==> config.mk <==
export PLATFORM = sky130hd
export DESIGN_NAME = hex_record_loader
export DESIGN_NICKNAME = d
export VERILOG_FILES = /design/src/rtl/hrl_pkg.sv /design/src/rtl/hex_record_loader.sv /design/src/rtl/hrl_parse.sv
export SDC_FILE = /design/constraint.sdc
export NUM_CORES = 1
export LEC_CHECK = 0
export ABC_AREA = 1
export BUFFER_PORTS_ARGS = -buffer_cell sky130_fd_sc_hd__buf_4
export CAP_MARGIN = 10
export CORE_MARGIN = 3
export CORE_UTILIZATION = 45
export CTS_CLUSTER_DIAMETER = 200
export DETAILED_ROUTE_END_ITERATION = 8
export PLACE_DENSITY_LB_ADDON = 0.25
export SETUP_SLACK_MARGIN = 0.2
export SLEW_MARGIN = 20
export SYNTH_ARGS = -nofsm -noshare
export SYNTH_HDL_FRONTEND = slang
export SYNTH_SLANG_ARGS = --single-unit
==> constraint.sdc <==
create_clock -name i_clk -period 4.65 [get_ports i_clk]
set_clock_uncertainty 0.15 [all_clocks]
set_input_delay 0.465 -clock i_clk [delete_from_list [all_inputs] [get_ports i_clk]]
set_output_delay 0.465 -clock i_clk [all_outputs]
set_load 0.02 [all_outputs]
==> src/rtl/hrl_pkg.sv <==
package hrl_pkg;

    localparam logic [7:0] MAX_LINE = 8'd254;
    localparam logic [7:0] CHAR_COLON = 8'h3a;
    localparam logic [7:0] CHAR_NEWLINE = 8'h0a;

    localparam logic [7:0] RST_BASE_OFFSET = 8'h14;
    localparam logic [15:0] RST_REMAP_THRESHOLD = 16'h1000;
    localparam logic [7:0] RST_MAX_BYTE_COUNT = 8'd200;

    localparam logic [7:0] MAX_RECORD_TYPE = 8'd5;
    localparam logic [2:0] TYPE_DATA = 3'd0;
    localparam logic [2:0] TYPE_EOF = 3'd1;

    localparam logic [1:0] REG_BASE_OFFSET = 2'd0;
    localparam logic [1:0] REG_REMAP_THRESHOLD = 2'd1;
    localparam logic [1:0] REG_MAX_BYTE_COUNT = 2'd2;

    localparam logic [2:0] ERR_NO_COLON = 3'd0;
    localparam logic [2:0] ERR_BAD_COUNT = 3'd1;
    localparam logic [2:0] ERR_BAD_ADDRESS = 3'd2;
    localparam logic [2:0] ERR_BAD_TYPE = 3'd3;
    localparam logic [2:0] ERR_BAD_DATA = 3'd4;
    localparam logic [2:0] ERR_LINE_LONG = 3'd5;

    typedef enum logic [1:0] {
        KIND_WRITE  = 2'd0,
        KIND_EOF    = 2'd1,
        KIND_ERROR  = 2'd2,
        KIND_STATUS = 2'd3
    } t_kind;

    typedef struct packed {
        logic [7:0]  line_position;
        logic [3:0]  high_nibble;
        logic [7:0]  record_count;
        logic [15:0] record_address;
        logic [2:0]  record_type;
        logic [7:0]  data_index;
        logic        eof_flag;
        logic        failed;
    } t_line_state;

    typedef struct packed {
        logic [7:0]  base_offset;
        logic [15:0] remap_threshold;
        logic [7:0]  max_byte_count;
    } t_cfg;

    typedef struct packed {
        t_kind       kind;
        logic [16:0] write_address;
        logic [7:0]  write_data;
        logic [2:0]  error_code;
        logic        eof_seen;
    } t_result;

    // bit 4 set for a non-hex character
    function automatic logic [4:0] hex_decode(input logic [7:0] c);
        logic [4:0] r;
        r = 5'h10;
        case (c) inside
            [8'h30:8'h39]: r = {1'b0, 4'(c - 8'h30)};
            [8'h61:8'h66]: r = {1'b0, 4'(c - 8'h57)};
            [8'h41:8'h46]: r = {1'b0, 4'(c - 8'h37)};
            default:       r = 5'h10;
        endcase
        return r;
    endfunction

endpackage

==> src/rtl/hex_record_loader.sv <==
// channel  dir  handshake                 payload
// s        in   i_s_tvalid/o_s_tready     tdata text_char, tuser end_of_input
// m        out  o_m_tvalid/i_m_tready     tdata address/data/code/eof, tuser kind
// apb      in   psel/penable/pwrite       base_offset, remap_threshold, max_byte_count
//
// one character per cycle while the output register is empty or being drained: the
// parse step sits between the line state registers and the output word register,
// so a result shows in the cycle after its character is taken
// the input is taken whenever the output register is empty or being drained
// synchronous active-low reset clears line state and restores register defaults
module hex_record_loader
    import hrl_pkg::*;
(
    input  logic        i_clk,
    input  logic        i_rst_n,
    input  logic        i_s_tvalid,
    output logic        o_s_tready,
    input  logic [7:0]  i_s_tdata,   // [7:0] text_char
    input  logic        i_s_tuser,   // [0] end_of_input
    output logic        o_m_tvalid,
    input  logic        i_m_tready,
    output logic [31:0] o_m_tdata,   // [16:0] write_address, [24:17] write_data,
                                     // [27:25] error_code, [28] eof_seen
    output logic [1:0]  o_m_tuser,   // [1:0] kind
    input  logic        psel,
    input  logic        penable,
    input  logic        pwrite,
    input  logic [3:0]  paddr,
    input  logic [31:0] pwdata,
    output logic [31:0] prdata,
    output logic        pready
);

    t_line_state r_state;
    t_line_state n_state;
    t_cfg        r_cfg;
    logic        r_out_valid;
    t_result     r_out;
    t_result     n_out;
    logic        emit;
    logic        s_accept;

    hrl_parse u_parse (
        .i_state        (r_state),
        .i_cfg          (r_cfg),
        .i_char         (i_s_tdata),
        .i_end_of_input (i_s_tuser),
        .o_state        (n_state),
        .o_emit         (emit),
        .o_result       (n_out)
    );

    assign o_s_tready = !r_out_valid || i_m_tready;
    assign s_accept = i_s_tvalid && o_s_tready;

    always_ff @(posedge i_clk) begin
        if (!i_rst_n) begin
            r_state <= '0;
            r_out_valid <= 1'b0;
        end else begin
            if (s_accept) begin
                r_state <= n_state;
            end
            if (s_accept && emit) begin
                r_out_valid <= 1'b1;
            end else if (i_m_tready) begin
                r_out_valid <= 1'b0;
            end
        end
    end

    always_ff @(posedge i_clk) begin
        if (s_accept && emit) begin
            r_out <= n_out;
        end
    end

    assign o_m_tvalid = r_out_valid;
    assign o_m_tuser = r_out.kind;
    assign o_m_tdata = {3'd0, r_out.eof_seen, r_out.error_code,
                        r_out.write_data, r_out.write_address};

    // config registers
    assign pready = 1'b1;

    always_ff @(posedge i_clk) begin
        if (!i_rst_n) begin
            r_cfg.base_offset <= RST_BASE_OFFSET;
            r_cfg.remap_threshold <= RST_REMAP_THRESHOLD;
            r_cfg.max_byte_count <= RST_MAX_BYTE_COUNT;
        end else if (psel && penable && pwrite && pready) begin
            unique case (paddr[3:2])
                REG_BASE_OFFSET:     r_cfg.base_offset <= pwdata[7:0];
                REG_REMAP_THRESHOLD: r_cfg.remap_threshold <= pwdata[15:0];
                REG_MAX_BYTE_COUNT:  r_cfg.max_byte_count <= pwdata[7:0];
                default: ;
            endcase
        end
    end

    always_comb begin
        unique case (paddr[3:2])
            REG_BASE_OFFSET:     prdata = {24'd0, r_cfg.base_offset};
            REG_REMAP_THRESHOLD: prdata = {16'd0, r_cfg.remap_threshold};
            REG_MAX_BYTE_COUNT:  prdata = {24'd0, r_cfg.max_byte_count};
            default:             prdata = '0;
        endcase
    end

    a_failed_sticky: assert property (@(posedge i_clk) disable iff (!i_rst_n)
        r_state.failed |=> r_state.failed)
        else $error("failed flag dropped");

    a_error_word_failed: assert property (@(posedge i_clk) disable iff (!i_rst_n)
        r_out_valid && r_out.kind == KIND_ERROR |-> r_state.failed)
        else $error("error word without failed state");

    a_line_bound: assert property (@(posedge i_clk) disable iff (!i_rst_n)
        r_state.line_position <= MAX_LINE)
        else $error("line position beyond limit");

    a_index_bound: assert property (@(posedge i_clk) disable iff (!i_rst_n)
        r_state.data_index <= r_state.record_count)
        else $error("data index beyond byte count");

    a_silent_after_fail: assert property (@(posedge i_clk) disable iff (!i_rst_n)
        r_state.failed && !r_out_valid |=> !r_out_valid)
        else $error("word after failure");

endmodule

==> src/rtl/hrl_parse.sv <==
module hrl_parse
    import hrl_pkg::*;
(
    input  t_line_state i_state,
    input  t_cfg        i_cfg,
    input  logic [7:0]  i_char,
    input  logic        i_end_of_input,
    output t_line_state o_state,
    output logic        o_emit,
    output t_result     o_result
);

    logic [7:0]  lp;
    logic [4:0]  hex;
    logic [7:0]  pair;
    logic        inc_valid;
    logic [2:0]  inc_code;
    logic [2:0]  field_code;
    t_line_state n;
    t_result     res;
    logic        emit;

    assign lp = i_state.line_position;
    assign hex = hex_decode(i_char);
    assign pair = {i_state.high_nibble, hex[3:0]};

    // error for a line that ends now
    always_comb begin
        inc_valid = 1'b1;
        inc_code = ERR_NO_COLON;
        if (lp == 8'd0) begin
            inc_code = ERR_NO_COLON;
        end else if (lp < 8'd3) begin
            inc_code = ERR_BAD_COUNT;
        end else if (lp < 8'd7) begin
            inc_code = ERR_BAD_ADDRESS;
        end else if (lp < 8'd9) begin
            inc_code = ERR_BAD_TYPE;
        end else if (i_state.record_type == TYPE_DATA
                     && i_state.data_index < i_state.record_count) begin
            inc_code = ERR_BAD_DATA;
        end else begin
            inc_valid = 1'b0;
        end
    end

    assign field_code = (lp < 8'd3) ? ERR_BAD_COUNT :
                        (lp < 8'd7) ? ERR_BAD_ADDRESS : ERR_BAD_TYPE;

    always_comb begin
        n = i_state;
        emit = 1'b0;
        res.kind = KIND_WRITE;
        res.write_address = '0;
        res.write_data = '0;
        res.error_code = '0;
        if (!i_state.failed) begin
            if (i_end_of_input || i_char == CHAR_NEWLINE) begin
                if (inc_valid && (!i_end_of_input || lp != 8'd0)) begin
                    n.failed = 1'b1;
                    emit = 1'b1;
                    res.kind = KIND_ERROR;
                    res.error_code = inc_code;
                end else begin
                    n.line_position = '0;
                    n.high_nibble = '0;
                    n.record_count = '0;
                    n.record_address = '0;
                    n.record_type = '0;
                    n.data_index = '0;
                    if (i_end_of_input) begin
                        emit = 1'b1;
                        res.kind = KIND_STATUS;
                    end
                end
            end else if (lp >= MAX_LINE) begin
                n.failed = 1'b1;
                emit = 1'b1;
                res.kind = KIND_ERROR;
                res.error_code = ERR_LINE_LONG;
            end else begin
                n.line_position = 8'(lp + 8'd1);
                if (lp == 8'd0) begin
                    if (i_char != CHAR_COLON) begin
                        n.failed = 1'b1;
                        emit = 1'b1;
                        res.kind = KIND_ERROR;
                        res.error_code = ERR_NO_COLON;
                    end
                end else if (lp <= 8'd8) begin
                    if (hex[4]) begin
                        n.failed = 1'b1;
                        emit = 1'b1;
                        res.kind = KIND_ERROR;
                        res.error_code = field_code;
                    end else if (lp >= 8'd3 && lp <= 8'd6) begin
                        n.record_address = {i_state.record_address[11:0], hex[3:0]};
                    end else if (lp[0]) begin
                        n.high_nibble = hex[3:0];
                    end else if (lp == 8'd2) begin
                        if (pair > i_cfg.max_byte_count) begin
                            n.failed = 1'b1;
                            emit = 1'b1;
                            res.kind = KIND_ERROR;
                            res.error_code = ERR_BAD_COUNT;
                        end else begin
                            n.record_count = pair;
                        end
                    end else if (pair > MAX_RECORD_TYPE) begin
                        n.failed = 1'b1;
                        emit = 1'b1;
                        res.kind = KIND_ERROR;
                        res.error_code = ERR_BAD_TYPE;
                    end else begin
                        n.record_type = pair[2:0];
                        // remap once per record
                        if (pair[2:0] == TYPE_DATA
                            && i_state.record_address > i_cfg.remap_threshold) begin
                            n.record_address = i_state.record_address
                                               - i_cfg.remap_threshold;
                        end
                        if (pair[2:0] == TYPE_EOF) begin
                            n.eof_flag = 1'b1;
                            emit = 1'b1;
                            res.kind = KIND_EOF;
                        end
                    end
                end else if (i_state.record_type == TYPE_DATA
                             && i_state.data_index < i_state.record_count) begin
                    if (hex[4]) begin
                        n.failed = 1'b1;
                        emit = 1'b1;
                        res.kind = KIND_ERROR;
                        res.error_code = ERR_BAD_DATA;
                    end else if (lp[0]) begin
                        n.high_nibble = hex[3:0];
                    end else begin
                        n.data_index = 8'(i_state.data_index + 8'd1);
                        emit = 1'b1;
                        res.kind = KIND_WRITE;
                        res.write_data = pair;
                        res.write_address = {1'b0, i_state.record_address}
                                            + {9'd0, i_cfg.base_offset}
                                            + {9'd0, i_state.data_index};
                    end
                end
            end
        end
        res.eof_seen = n.eof_flag;
    end

    assign o_state = n;
    assign o_emit = emit;
    assign o_result = res;

endmodule
---- Word level (Yosys, flattened, before mapping) ----
Cells that the tools add are included.
word-level totals
  bits in registers ....................... 113
  bits of input ports ..................... 52
  output and inout bits ................... 69
  logic and storage cells ................. 211
operators by class
  $add $sub $neg .......................... 8
  magnitude comparators ................... 17
  equality and inequality tests ........... 21
  mux-type cells .......................... 109
  bitwise operators ....................... 2
  reduce and logical (&&, ||, !) cells .... 37
operator list
  cell                                                                number
  two-way mux 47 bit                                                  2
  two-way mux 27 bit                                                  3
  two-way mux 3 bit                                                   17
  two-way mux 25 bit                                                  2
  two-way mux 48 bit                                                  1
  two-way mux 8 bit                                                   6
  case mux 16 bit (3 select lines)                                    1
  two-way mux 1 bit                                                   44
  two-way mux 40 bit                                                  1
  two-way mux 19 bit                                                  2
  two-way mux 2 bit                                                   18
  AND reduction 11 bit                                                3
  two-way mux 16 bit                                                  2
  two-way mux 31 bit                                                  1
  two-way mux 30 bit                                                  1
  adder 16 x 8 -> 17 bit                                              1
  adder 17 x 8 -> 17 bit                                              1
  adder 8 x 1 -> 8 bit (second input constant)                        2
  greater-or-equal comparator 8 x 7 -> 1 bit (second input constant)  2
  > comparator 16 bit                                                 1
  <= comparator 8 x 7 -> 1 bit (second input constant)                2
  two-way mux 4 bit                                                   4
  subtractor 16 bit                                                   1
  two-way mux 5 bit                                                   3
  other kinds (41)                                                    73

---- Logic depth before layout (Yosys ltp) ----
Gate-level depths: netlist of run 1.
  depth in word-level cells ............... 19
  depth in mapped cells ................... 25
  depth with buffers taken out ............ 25

---- Modules after synthesis ----
A second synthesis of run 1 with hierarchy kept.
second synthesis, totals
  cell total of the unflattened synthesis .. 1412
  area total of the unflattened synthesis .. 9001.1 um^2
by module, submodules not included
  module             times used  cells each  area each (um^2)  seq. area each (um^2)
  hrl_parse          1           892         4599.4            0.0
  hex_record_loader  1           520         4401.7            2572.5

---- Worst setup path after synthesis of run 1 ----
No wires, ideal clock.
  kind .................................... input port to flip-flop
  start point ............................. in i_s_tdata[0]
  end point ............................... reg r_out (netlist bit o_m_tdata[0]) (enable)
  arrival ................................. 3027 ps
  data required time ...................... 4114 ps
  slack ................................... 1088 ps
  cell stages on the path ................. 25
  buffers on the path ..................... 0
  cells stage by stage .................... inv_1 ha_1 nand2_1 nand3_1 nand2_4 nand2_2 xor2_1 inv_1 nand2_2 inv_1 ha_1 nand2_1 inv_1 nand3_1 nand2_1 nand2_1 nand2_1 nand2_1 nand2_1 nand2_1 nand2_1 nand2_1 nand4_1 nand2_1 inv_1
on the way
  elaborated cells between the ends (all ways) .. 37
RTL lines
  what                                                                                                                     RTL line                            text
  start: declaration                                                                                                       hex_record_loader.sv:18             input logic [7:0] i_s_tdata,
  greater-or-equal comparator 8 x 7 -> 1 bit (not written as such) / <= comparator 8 x 7 -> 1 bit (equally long branches)  hrl_parse.sv:24                     assign hex = hex_decode(i_char);
  logical AND 1 bit (not written as such)                                                                                  hrl_parse.sv:24
  two-way mux 5 bit (2 in series)                                                                                          hrl_pkg.sv:62                       case (c) inside
  two-way mux 5 bit (*)                                                                                                    hrl_pkg.sv:62
  net u_parse.hex[3]                                                                                                       hrl_parse.sv:14                     logic [4:0] hex;
  > comparator 8 x 3 -> 1 bit / > comparator 8 bit (equally long branches)                                                 hrl_parse.sv:109, hrl_parse.sv:101
  two-way mux 1 bit (on tied branches)                                                                                     hrl_parse.sv:109, hrl_parse.sv:101
  two-way mux 1 bit (*)                                                                                                    hrl_parse.sv:100                    end else if (lp == 8'd2) begin
  two-way mux 1 bit (*)                                                                                                    hrl_parse.sv:98                     end else if (lp[0]) begin
  two-way mux 1 bit (*)                                                                                                    hrl_parse.sv:96                     end else if (lp >= 8'd3 && lp <= 8'd6) begin
  two-way mux 1 bit (*)                                                                                                    hrl_parse.sv:91                     if (hex[4]) begin
  two-way mux 1 bit (*)                                                                                                    hrl_parse.sv:90                     end else if (lp <= 8'd8) begin
  two-way mux 1 bit (*)                                                                                                    hrl_parse.sv:83                     if (lp == 8'd0) begin
  two-way mux 1 bit (*)                                                                                                    hrl_parse.sv:76                     end else if (lp >= MAX_LINE) begin
  two-way mux 1 bit (*)                                                                                                    hrl_parse.sv:58                     if (i_end_of_input || i_char == CHAR_NEWLINE) begin
  two-way mux 1 bit (*)                                                                                                    hrl_parse.sv:57                     if (!i_state.failed) begin
  logical AND 1 bit (*)                                                                                                    hex_record_loader.sv:73             if (s_accept && emit) begin
  end signal: assignment                                                                                                   hex_record_loader.sv:74             r_out <= n_out;
  end: declaration                                                                                                         hex_record_loader.sv:38             t_result r_out;
Mark *: on every way through the listed nets, which the timed path passes. The rest lies on a longest branch.
A chain may end at the register's enable or synchronous reset.

---- Worst setup path after layout of run 1 ----
  start point ............................. reg r_state[2] (netlist name)
  end point ............................... reg r_out (netlist bit o_m_tdata[15]), data pin
on the way
  longest elaborated chain between the ends .. 4
  elaborated cells between the ends (all ways) .. 5
ends and longest elaborated chain
  what                          RTL line                 text
  start: declaration            hex_record_loader.sv:34  t_line_state r_state;
  start signal: assignment      hex_record_loader.sv:62  r_state <= n_state;
  < comparator 8 bit            hrl_parse.sv:129         && i_state.data_index < i_state.record_count) begin
  logical AND 1 bit             hrl_parse.sv:129
  inverter 1 bit (no line)      -
  OR reduction 8 bit (no line)  -
Several ways; a longest one is shown, not always the timed one.

==> flow_summary.json, run 1 <==
{
  "worst_setup_path_end_kind": "flop",
  "worstSetupPathType": "flop to flop",
  "drc": 0,
  "setup_tns_ns": 0,
  "clock_path_buffers": 2,
  "grt_start_max_net_pins": 44,
  "die_x_um": 133,
  "drt_first_pass_iters": 5,
  "met2RoutedLength_mm": 8.91,
  "drt_iter0_drc": 470,
  "max_freq_mhz": 270,
  "cpMostUsedCell": "inv_1",
  "met3WireLength_um": 895,
  "critPathSlowestCell": "fa_1",
  "period_needed_ns": 3.71,
  "slew_viol_final": 0,
  "antenna_found_initial": 0,
  "clk_pin_slew_ns": 0.06,
  "synth_cell_type_count": 57,
  "port_buffers": 82,
  "required_ns": 4.67,
  "vdd_drop_max_v": 0.000292,
  "min_period_over_period_pct": 79.8,
  "setup_viol": 0,
  "dieArea_um2": 17800,
  "routed.top_layer": "met4",
  "cp_max_fo": 4,
  "worst_slew_margin_rel_pct": 47.3,
  "die_y_um": 133,
  "syn2layout_area_growth_pct": 18.1,
  "track_usage_pct": 21.0,
  "cap_viol_max_count": 0,
  "dp_hpwl_mm": 13.9,
  "syn_area_um2": 7300,
  "num-nets-final": 1149,
  "crit_family": "compound AO/OA/AOI/OAI gates",
  "outcome": "completed",
  "start_kind": "flop",
  "cts_sinks": 113,
  "num_vias": 6565,
  "drtAntennaViolNets": 0,
  "initial_core_util_pct": 47.0,
  "core_area_um2": 15500,
  "num_antenna_cells": 0,
  "drt_wl_total_mm": 18.7,
  "crit_arrival_ns": 3.73,
  "row_count": 45,
  "layout_setup_ws_ns": 0.941,
  "root_buffer": "clkbuf_16",
  "grt_pass1_vias": 5897,
  "worst_slew_pin_slew_ns": 0.790,
  "cts_tree": "yes",
  "ctsResizeCount": 0,
  "wl_met1_mm": 8.62,
  "syn_inst": 960,
  "final_layout_size_suffix_gt1_share_pct": 15.4,
  "hold_viol": 0,
  "cts_buffers": 17,
  "grt_pass1_wl_mm": 30.0,
  "top_level_ports": 121,
  "post-cts-setup-buffer-count": 0,
  "place_ws_ns": 0.835,
  "fin_util_pct": 55.5,
  "mostFrequentLayoutCell": "nand2_1",
  "crit_path_max_incr_delay_ns": 0.43,
  "avgSynthCellArea_um2": 7.60,
  "synth_warnings": 0,
  "p_leak_nw": 3.73,
  "synth_edf_count": 31,
  "ys_seq_area_share_pct": 35.3,
  "critPathBufInv": 4,
  "synth-seq-cells": 113,
  "synthArstFlopShare_pct": 0,
  "rsz0062_at_grt": "false",
  "viasPerCell": 5.19,
  "ys_dominant_reg_cell": "dfxtp_1",
  "cts_hold_buf": 0,
  "worst_skew_pair.late_latency_ns": 0.42,
  "p_per_area_nw_per_um2": 397,
  "cp_cell_sequence": "inv_1, fa_1, inv_1, ha_1, inv_1, fa_1, o31ai_1, inv_1, nor2_1, o21ai_0, nand2_1, a21oi_1, o21bai_1, nand2_1, nor2_1, nand2_1, o21ai_0, a21oi_1",
  "post_drt_wl_per_cell_um": 14.8,
  "mostFrequentLayoutCells": "nand2_1, nor2_1, inv_1, a21oi_1",
  "grt_overflow": 0,
  "place_congestion": 0.873,
  "hold_path.class": "primary input to flop",
  "ctsHtreeMaxLevel": 4
}
-- cells by family after synthesis --
kind of cell    synth area share [%]
simple gates                    24.1
compound gates                  16.6
xor+xnor                        2.52
other cells                    0.103
fa+ha+maj                       10.8
buf+inv                         10.6
flops                           35.3
-- tightest hold or removal path, delay by kind of cell --
kind            cells  cell delay (ns)
compound gates      1             0.07
buf+inv             1             0.08
simple gates        1             0.04
-- synthesized netlist by cell type (all sizes together) (9+ instances only) --
master / instances / share of area [%]
a21oi: 87 / 6.2
buf: 27 / 2.9
clkbuf: 13 / 0.67
dfxtp: 82 / 22
edfxtp: 31 / 13
fa: 10 / 2.7
ha: 47 / 8.1
inv: 133 / 6.9
nand2: 148 / 8.2
nand3: 48 / 3.7
nand4: 17 / 1.5
nor2: 134 / 7.4
nor3: 20 / 2.0
o211ai: 9 / 0.99
o21ai: 81 / 5.7
xor2: 13 / 1.6
-- sequential cells by signal, indices dropped and copies added (netlist names) --
register	flops
r_state	49
r_cfg	32
o_m_tdata	29
o_m_tuser	2
o_m_tvalid	1
-- area by class of cell --
class / count / area (µm²)
flip-flops and latches: 113 / 2570
well taps: 211 / 264
clock buffers: 20 / 447
repair buffers: 83 / 636
fillers: 1491 / 6920
inverters: 136 / 518
clock inverters: 12 / 164
multi-input cells: 689 / 4020
-- power breakdown --
group	switching [mW]	internal, mW
registers	0.0587	1.10
clock network	0.455	0.902
logic	0.586	0.317
-- metal layers --
layer / vias to the layer above / global-route usage, %
li1: 3336 / -
met3: 25 / 3.74
met2: 188 / 34.3
met4: 0 / 6.69
met5: - / 0
met1: 3016 / 28.6
-- metrics by stage --
| step | instance area, µm² | power, mW | std cells | hold WS (ns) |
|---|---|---|---|---|
| 2_1_floorplan | 7360 | 1.83 | 978 | 0.290 |
| 3_3_place_gp | 8010 | 2.06 | 1232 | 0.300 |
| 3_5_place_dp | 8010 | 2.07 | 1232 | 0.302 |
| 4_1_cts | 8620 | 3.43 | 1264 | 0.123 |
| 5_1_grt | 8620 | 3.58 | 1264 | 0.136 |
| 6_report | 8620 | 3.42 | 1264 | 0.120 |
-- worst paths after layout --
check	cells past startpoint	end	from	slack [ns]
worst max-delay path	18	o_m_tdata[15]$_SDFFCE_PP0P_	r_state[2]$_SDFFE_PN0P_	0.94
worst min-delay path	3	r_cfg[20]$_SDFFE_PN1P_	pwdata[12]	0.12
worst max register to register	18	o_m_tdata[15]$_SDFFCE_PP0P_	r_state[2]$_SDFFE_PN0P_	0.94
worst min register to register	2	r_state[10]$_SDFFE_PN0P_	r_state[10]$_SDFFE_PN0P_	0.31
No activity file was read; power rests on OpenSTA's default activity.
==> run 2: changes to the inputs <==
--- a/config.mk
+++ b/config.mk
@@ -5,7 +5,7 @@
 export SDC_FILE = /design/constraint.sdc
 export NUM_CORES = 1
 export LEC_CHECK = 0
-export ABC_AREA = 1
+export ABC_AREA = 0
 export BUFFER_PORTS_ARGS = -buffer_cell sky130_fd_sc_hd__buf_4
 export CAP_MARGIN = 10
 export CORE_MARGIN = 3
==> constraint.sdc (replaced) <==
create_clock -name i_clk -period 3.9 [get_ports i_clk]
set_clock_uncertainty 0.15 [all_clocks]
set_input_delay 0.39 -clock i_clk [delete_from_list [all_inputs] [get_ports i_clk]]
set_output_delay 0.39 -clock i_clk [all_outputs]
set_load 0.02 [all_outputs]
==> flow_summary.json, run 2 <==
{
  "outcome": "completed",
  "synth_edf_count": 31,
  "worst_slew_pin_slew_ns": 0.739,
  "dpl_cell_area_um2": 8490,
  "crit_arrival_ns": 3.45,
  "synth-seq-cells": 113,
  "clock_path_buffers": 2,
  "fin_util_pct": 56.6,
  "crit_path_max_incr_delay_ns": 0.72,
  "ctsHtreeMaxLevel": 4,
  "mostFrequentLayoutCells": "buf_4, nand2_1, dfxtp_1, nor2_1, inv_1",
  "num-nets-final": 1079,
  "regArea_um2": 2570,
  "drt_first_pass_iters": 5,
  "holdWs_ns": 0.0433,
  "hold_viol": 0,
  "track_usage_pct": 21.9,
  "critPathBufInv": 1,
  "grt_start_max_net_pins": 74,
  "num_antenna_cells": 0,
  "dp_hpwl_mm": 14.7,
  "clk_pin_slew_ns": 0.06,
  "fillCellCount": 1495,
  "synth_common_cells": "nand2_1, dfxtp_1, nor2_1",
  "row_count": 46,
  "drtAntennaViolNets": 0,
  "drc": 0,
  "core_area_um2": 16100,
  "die_x_um": 135,
  "grt_overflow": 0,
  "synthArstFlopShare_pct": 0,
  "regMostFlops": "r_state",
  "period_needed_ns": 3.45,
  "syn2layout_area_growth_pct": 21.8,
  "slew_viol_final": 0,
  "synthTopCellsByArea": "dfxtp_1, edfxtp_1, ha_1",
  "max_freq_mhz": 290,
  "hold_path.class": "primary input to flop",
  "start_kind": "flop",
  "critPathSlowestCell": "or4_1",
  "p_per_area_nw_per_um2": 354,
  "multi_input_area_um2": 4560,
  "endpoint": "o_m_tuser[1]$_SDFFCE_PP0P_",
  "worst_slew_margin_rel_pct": 50.6,
  "synth_top_area_share_pct": 22.0,
  "ff2ff_path_depth": 9,
  "p_total_mw": 3.22,
  "viasPerCell": 5.49,
  "top_level_ports": 121,
  "grt_pass1_vias": 6089,
  "mostFrequentLayoutCell": "buf_4",
  "syn_area_um2": 7450,
  "layout_setup_ws_ns": 0.449,
  "min_period_over_period_pct": 88.5,
  "die_y_um": 135,
  "cp_cell_sequence": "or4_1, nor4b_2, nand4_1, or3_1, nand3_2, buf_4, nor3_1, a221oi_1, a21oi_1",
  "crit_start": "r_state[45]$_SDFFE_PN0P_",
  "r2r_end": "o_m_tuser[1]$_SDFFCE_PP0P_",
  "synth_cell_type_count": 75,
  "worst_setup_path_end_kind": "flop",
  "worstSetupPathDepth": 9,
  "cts_buffers": 17,
  "syn_inst": 877,
  "dp_cells": 1167,
  "p_leak_nw": 3.79,
  "worst_skew_pair.late_latency_ns": 0.42,
  "port_buffers": 82,
  "post_drt_wl_per_cell_um": 16.3,
  "cap_viol_max_count": 0,
  "ys_dominant_reg_cell": "dfxtp_1",
  "finalNonFillerCells": 1199,
  "drt_iter0_drc": 549,
  "initial_core_util_pct": 46.4,
  "ys_seq_area_share_pct": 34.5,
  "avgSynthCellArea_um2": 8.50,
  "fin_area_um2": 9080,
  "setup_viol": 0,
  "vdd_drop_max_v": 0.000286,
  "rsz0062_at_grt": "false",
  "cp_max_fo": 8,
  "largest_register_ff_count": 49,
  "antenna_found_initial": 0,
  "final_layout_size_suffix_gt1_share_pct": 18.1,
  "drt_wl_total_mm": 19.6,
  "setup_tns_ns": 0,
  "place_ws_ns": 0.0847,
  "synth_top_area_cell": "dfxtp_1",
  "dieArea_um2": 18100,
  "rrSetupSlack_ns": 0.45,
  "cts_sinks": 113,
  "cts_hold_buf": 0,
  "yosysMostFrequentCell": "nand2_1",
  "cts_tree": "yes",
  "worstSetupPathType": "flop to flop",
  "worstReg2RegStart": "r_state[45]$_SDFFE_PN0P_",
  "crit_family": "simple AND/OR/NAND/NOR gates",
  "root_buffer": "clkbuf_16",
  "required_ns": 3.90,
  "synth_warnings": 0,
  "place_congestion": 0.958,
  "grt_pass1_wl_mm": 31.6,
  "num_vias": 6578
}
-- run 2: changes by cell type after synthesis, moves of 8 or more --
cell      before  now
inv_1        121   54
nor2_1       127   71
a21oi_1       84   34
nand2_1      138   94
mux2i_1        0   35
nor2b_1        0   27
o21ai_0       73   49
a21boi_0       0   21
clkbuf_1      13   30
and2_1         1   14
inv_2         11    0
nand2b_1       0   10
a21o_1         1   10
nor3_1        15   23
-- run 2: layout make-up --
| type | count | share of cell area [%] |
|---|---|---|
| clock buffer | 17 | 4.68 |
| clock inverter | 15 | 1.75 |
| inverter | 54 | 2.47 |
| multi-input combinational | 670 | 50.2 |
| sequential | 113 | 28.3 |
| tap | 216 | 2.98 |
| timing repair buffer | 114 | 9.56 |
-- run 2: how the worst min path moves through the flow --
stage / startpoint / end / slack (ns) / depth (start not counted)
2_1_floorplan: r_state[1]$_SDFFE_PN0P_ / r_state[1]$_SDFFE_PN0P_ / 0.28 / 1
3_5_place_dp: r_state[1]$_SDFFE_PN0P_ / r_state[1]$_SDFFE_PN0P_ / 0.30 / 1
3_3_place_gp: r_state[1]$_SDFFE_PN0P_ / r_state[1]$_SDFFE_PN0P_ / 0.29 / 1
5_1_grt: pwdata[2] / r_cfg[26]$_SDFFE_PN1P_ / 0.05 / 3
4_1_cts: pwdata[12] / r_cfg[20]$_SDFFE_PN1P_ / 0.03 / 3
6_report: pwdata[12] / r_cfg[20]$_SDFFE_PN1P_ / 0.04 / 3
-- run 2: cells by family (layout without fill, tap and decap cells) --
family | count (synthesis) | count (layout) | share of synthesized area [%]
xor+xnor | 33 | 33 | 3.88
fa+ha+maj | 57 | 57 | 10.6
compound gates | 184 | 184 | 16.5
flops | 113 | 113 | 34.5
mux | 36 | 36 | 4.85
simple gates | 340 | 340 | 22.8
buf+inv | 112 | 200 | 6.76
other cells | 2 | 20 | 0.101
-- run 2: worst min-delay path: stages --
cell and delay, ns:
buf_4 0.08, nand2_1 0.04, o211ai_1 0.07
-- run 2: layer usage --
| metal | routed length (µm) | global-route usage (%) |
|---|---|---|
| met5 | 0 | 0 |
| met2 | 8570 | 33.2 |
| met4 | 298 | 6.90 |
| met3 | 1610 | 5.14 |
| met1 | 9120 | 31.1 |
-- run 2: power breakdown --
group,switching [mW],total [mW],leakage [nW],internal (mW)
Clock,0.591,1.53,0.270,0.942
Sequential,0.0199,1.26,0.965,1.24
Combinational,0.254,0.418,2.55,0.165
-- run 2: timing repair --
item                                    4_1_cts  5_1_grt
endpoints found under the setup margin        0        3
gates resized for setup                       0        3
setup buffers                                 0        0
hold endpoints to repair                      0        0
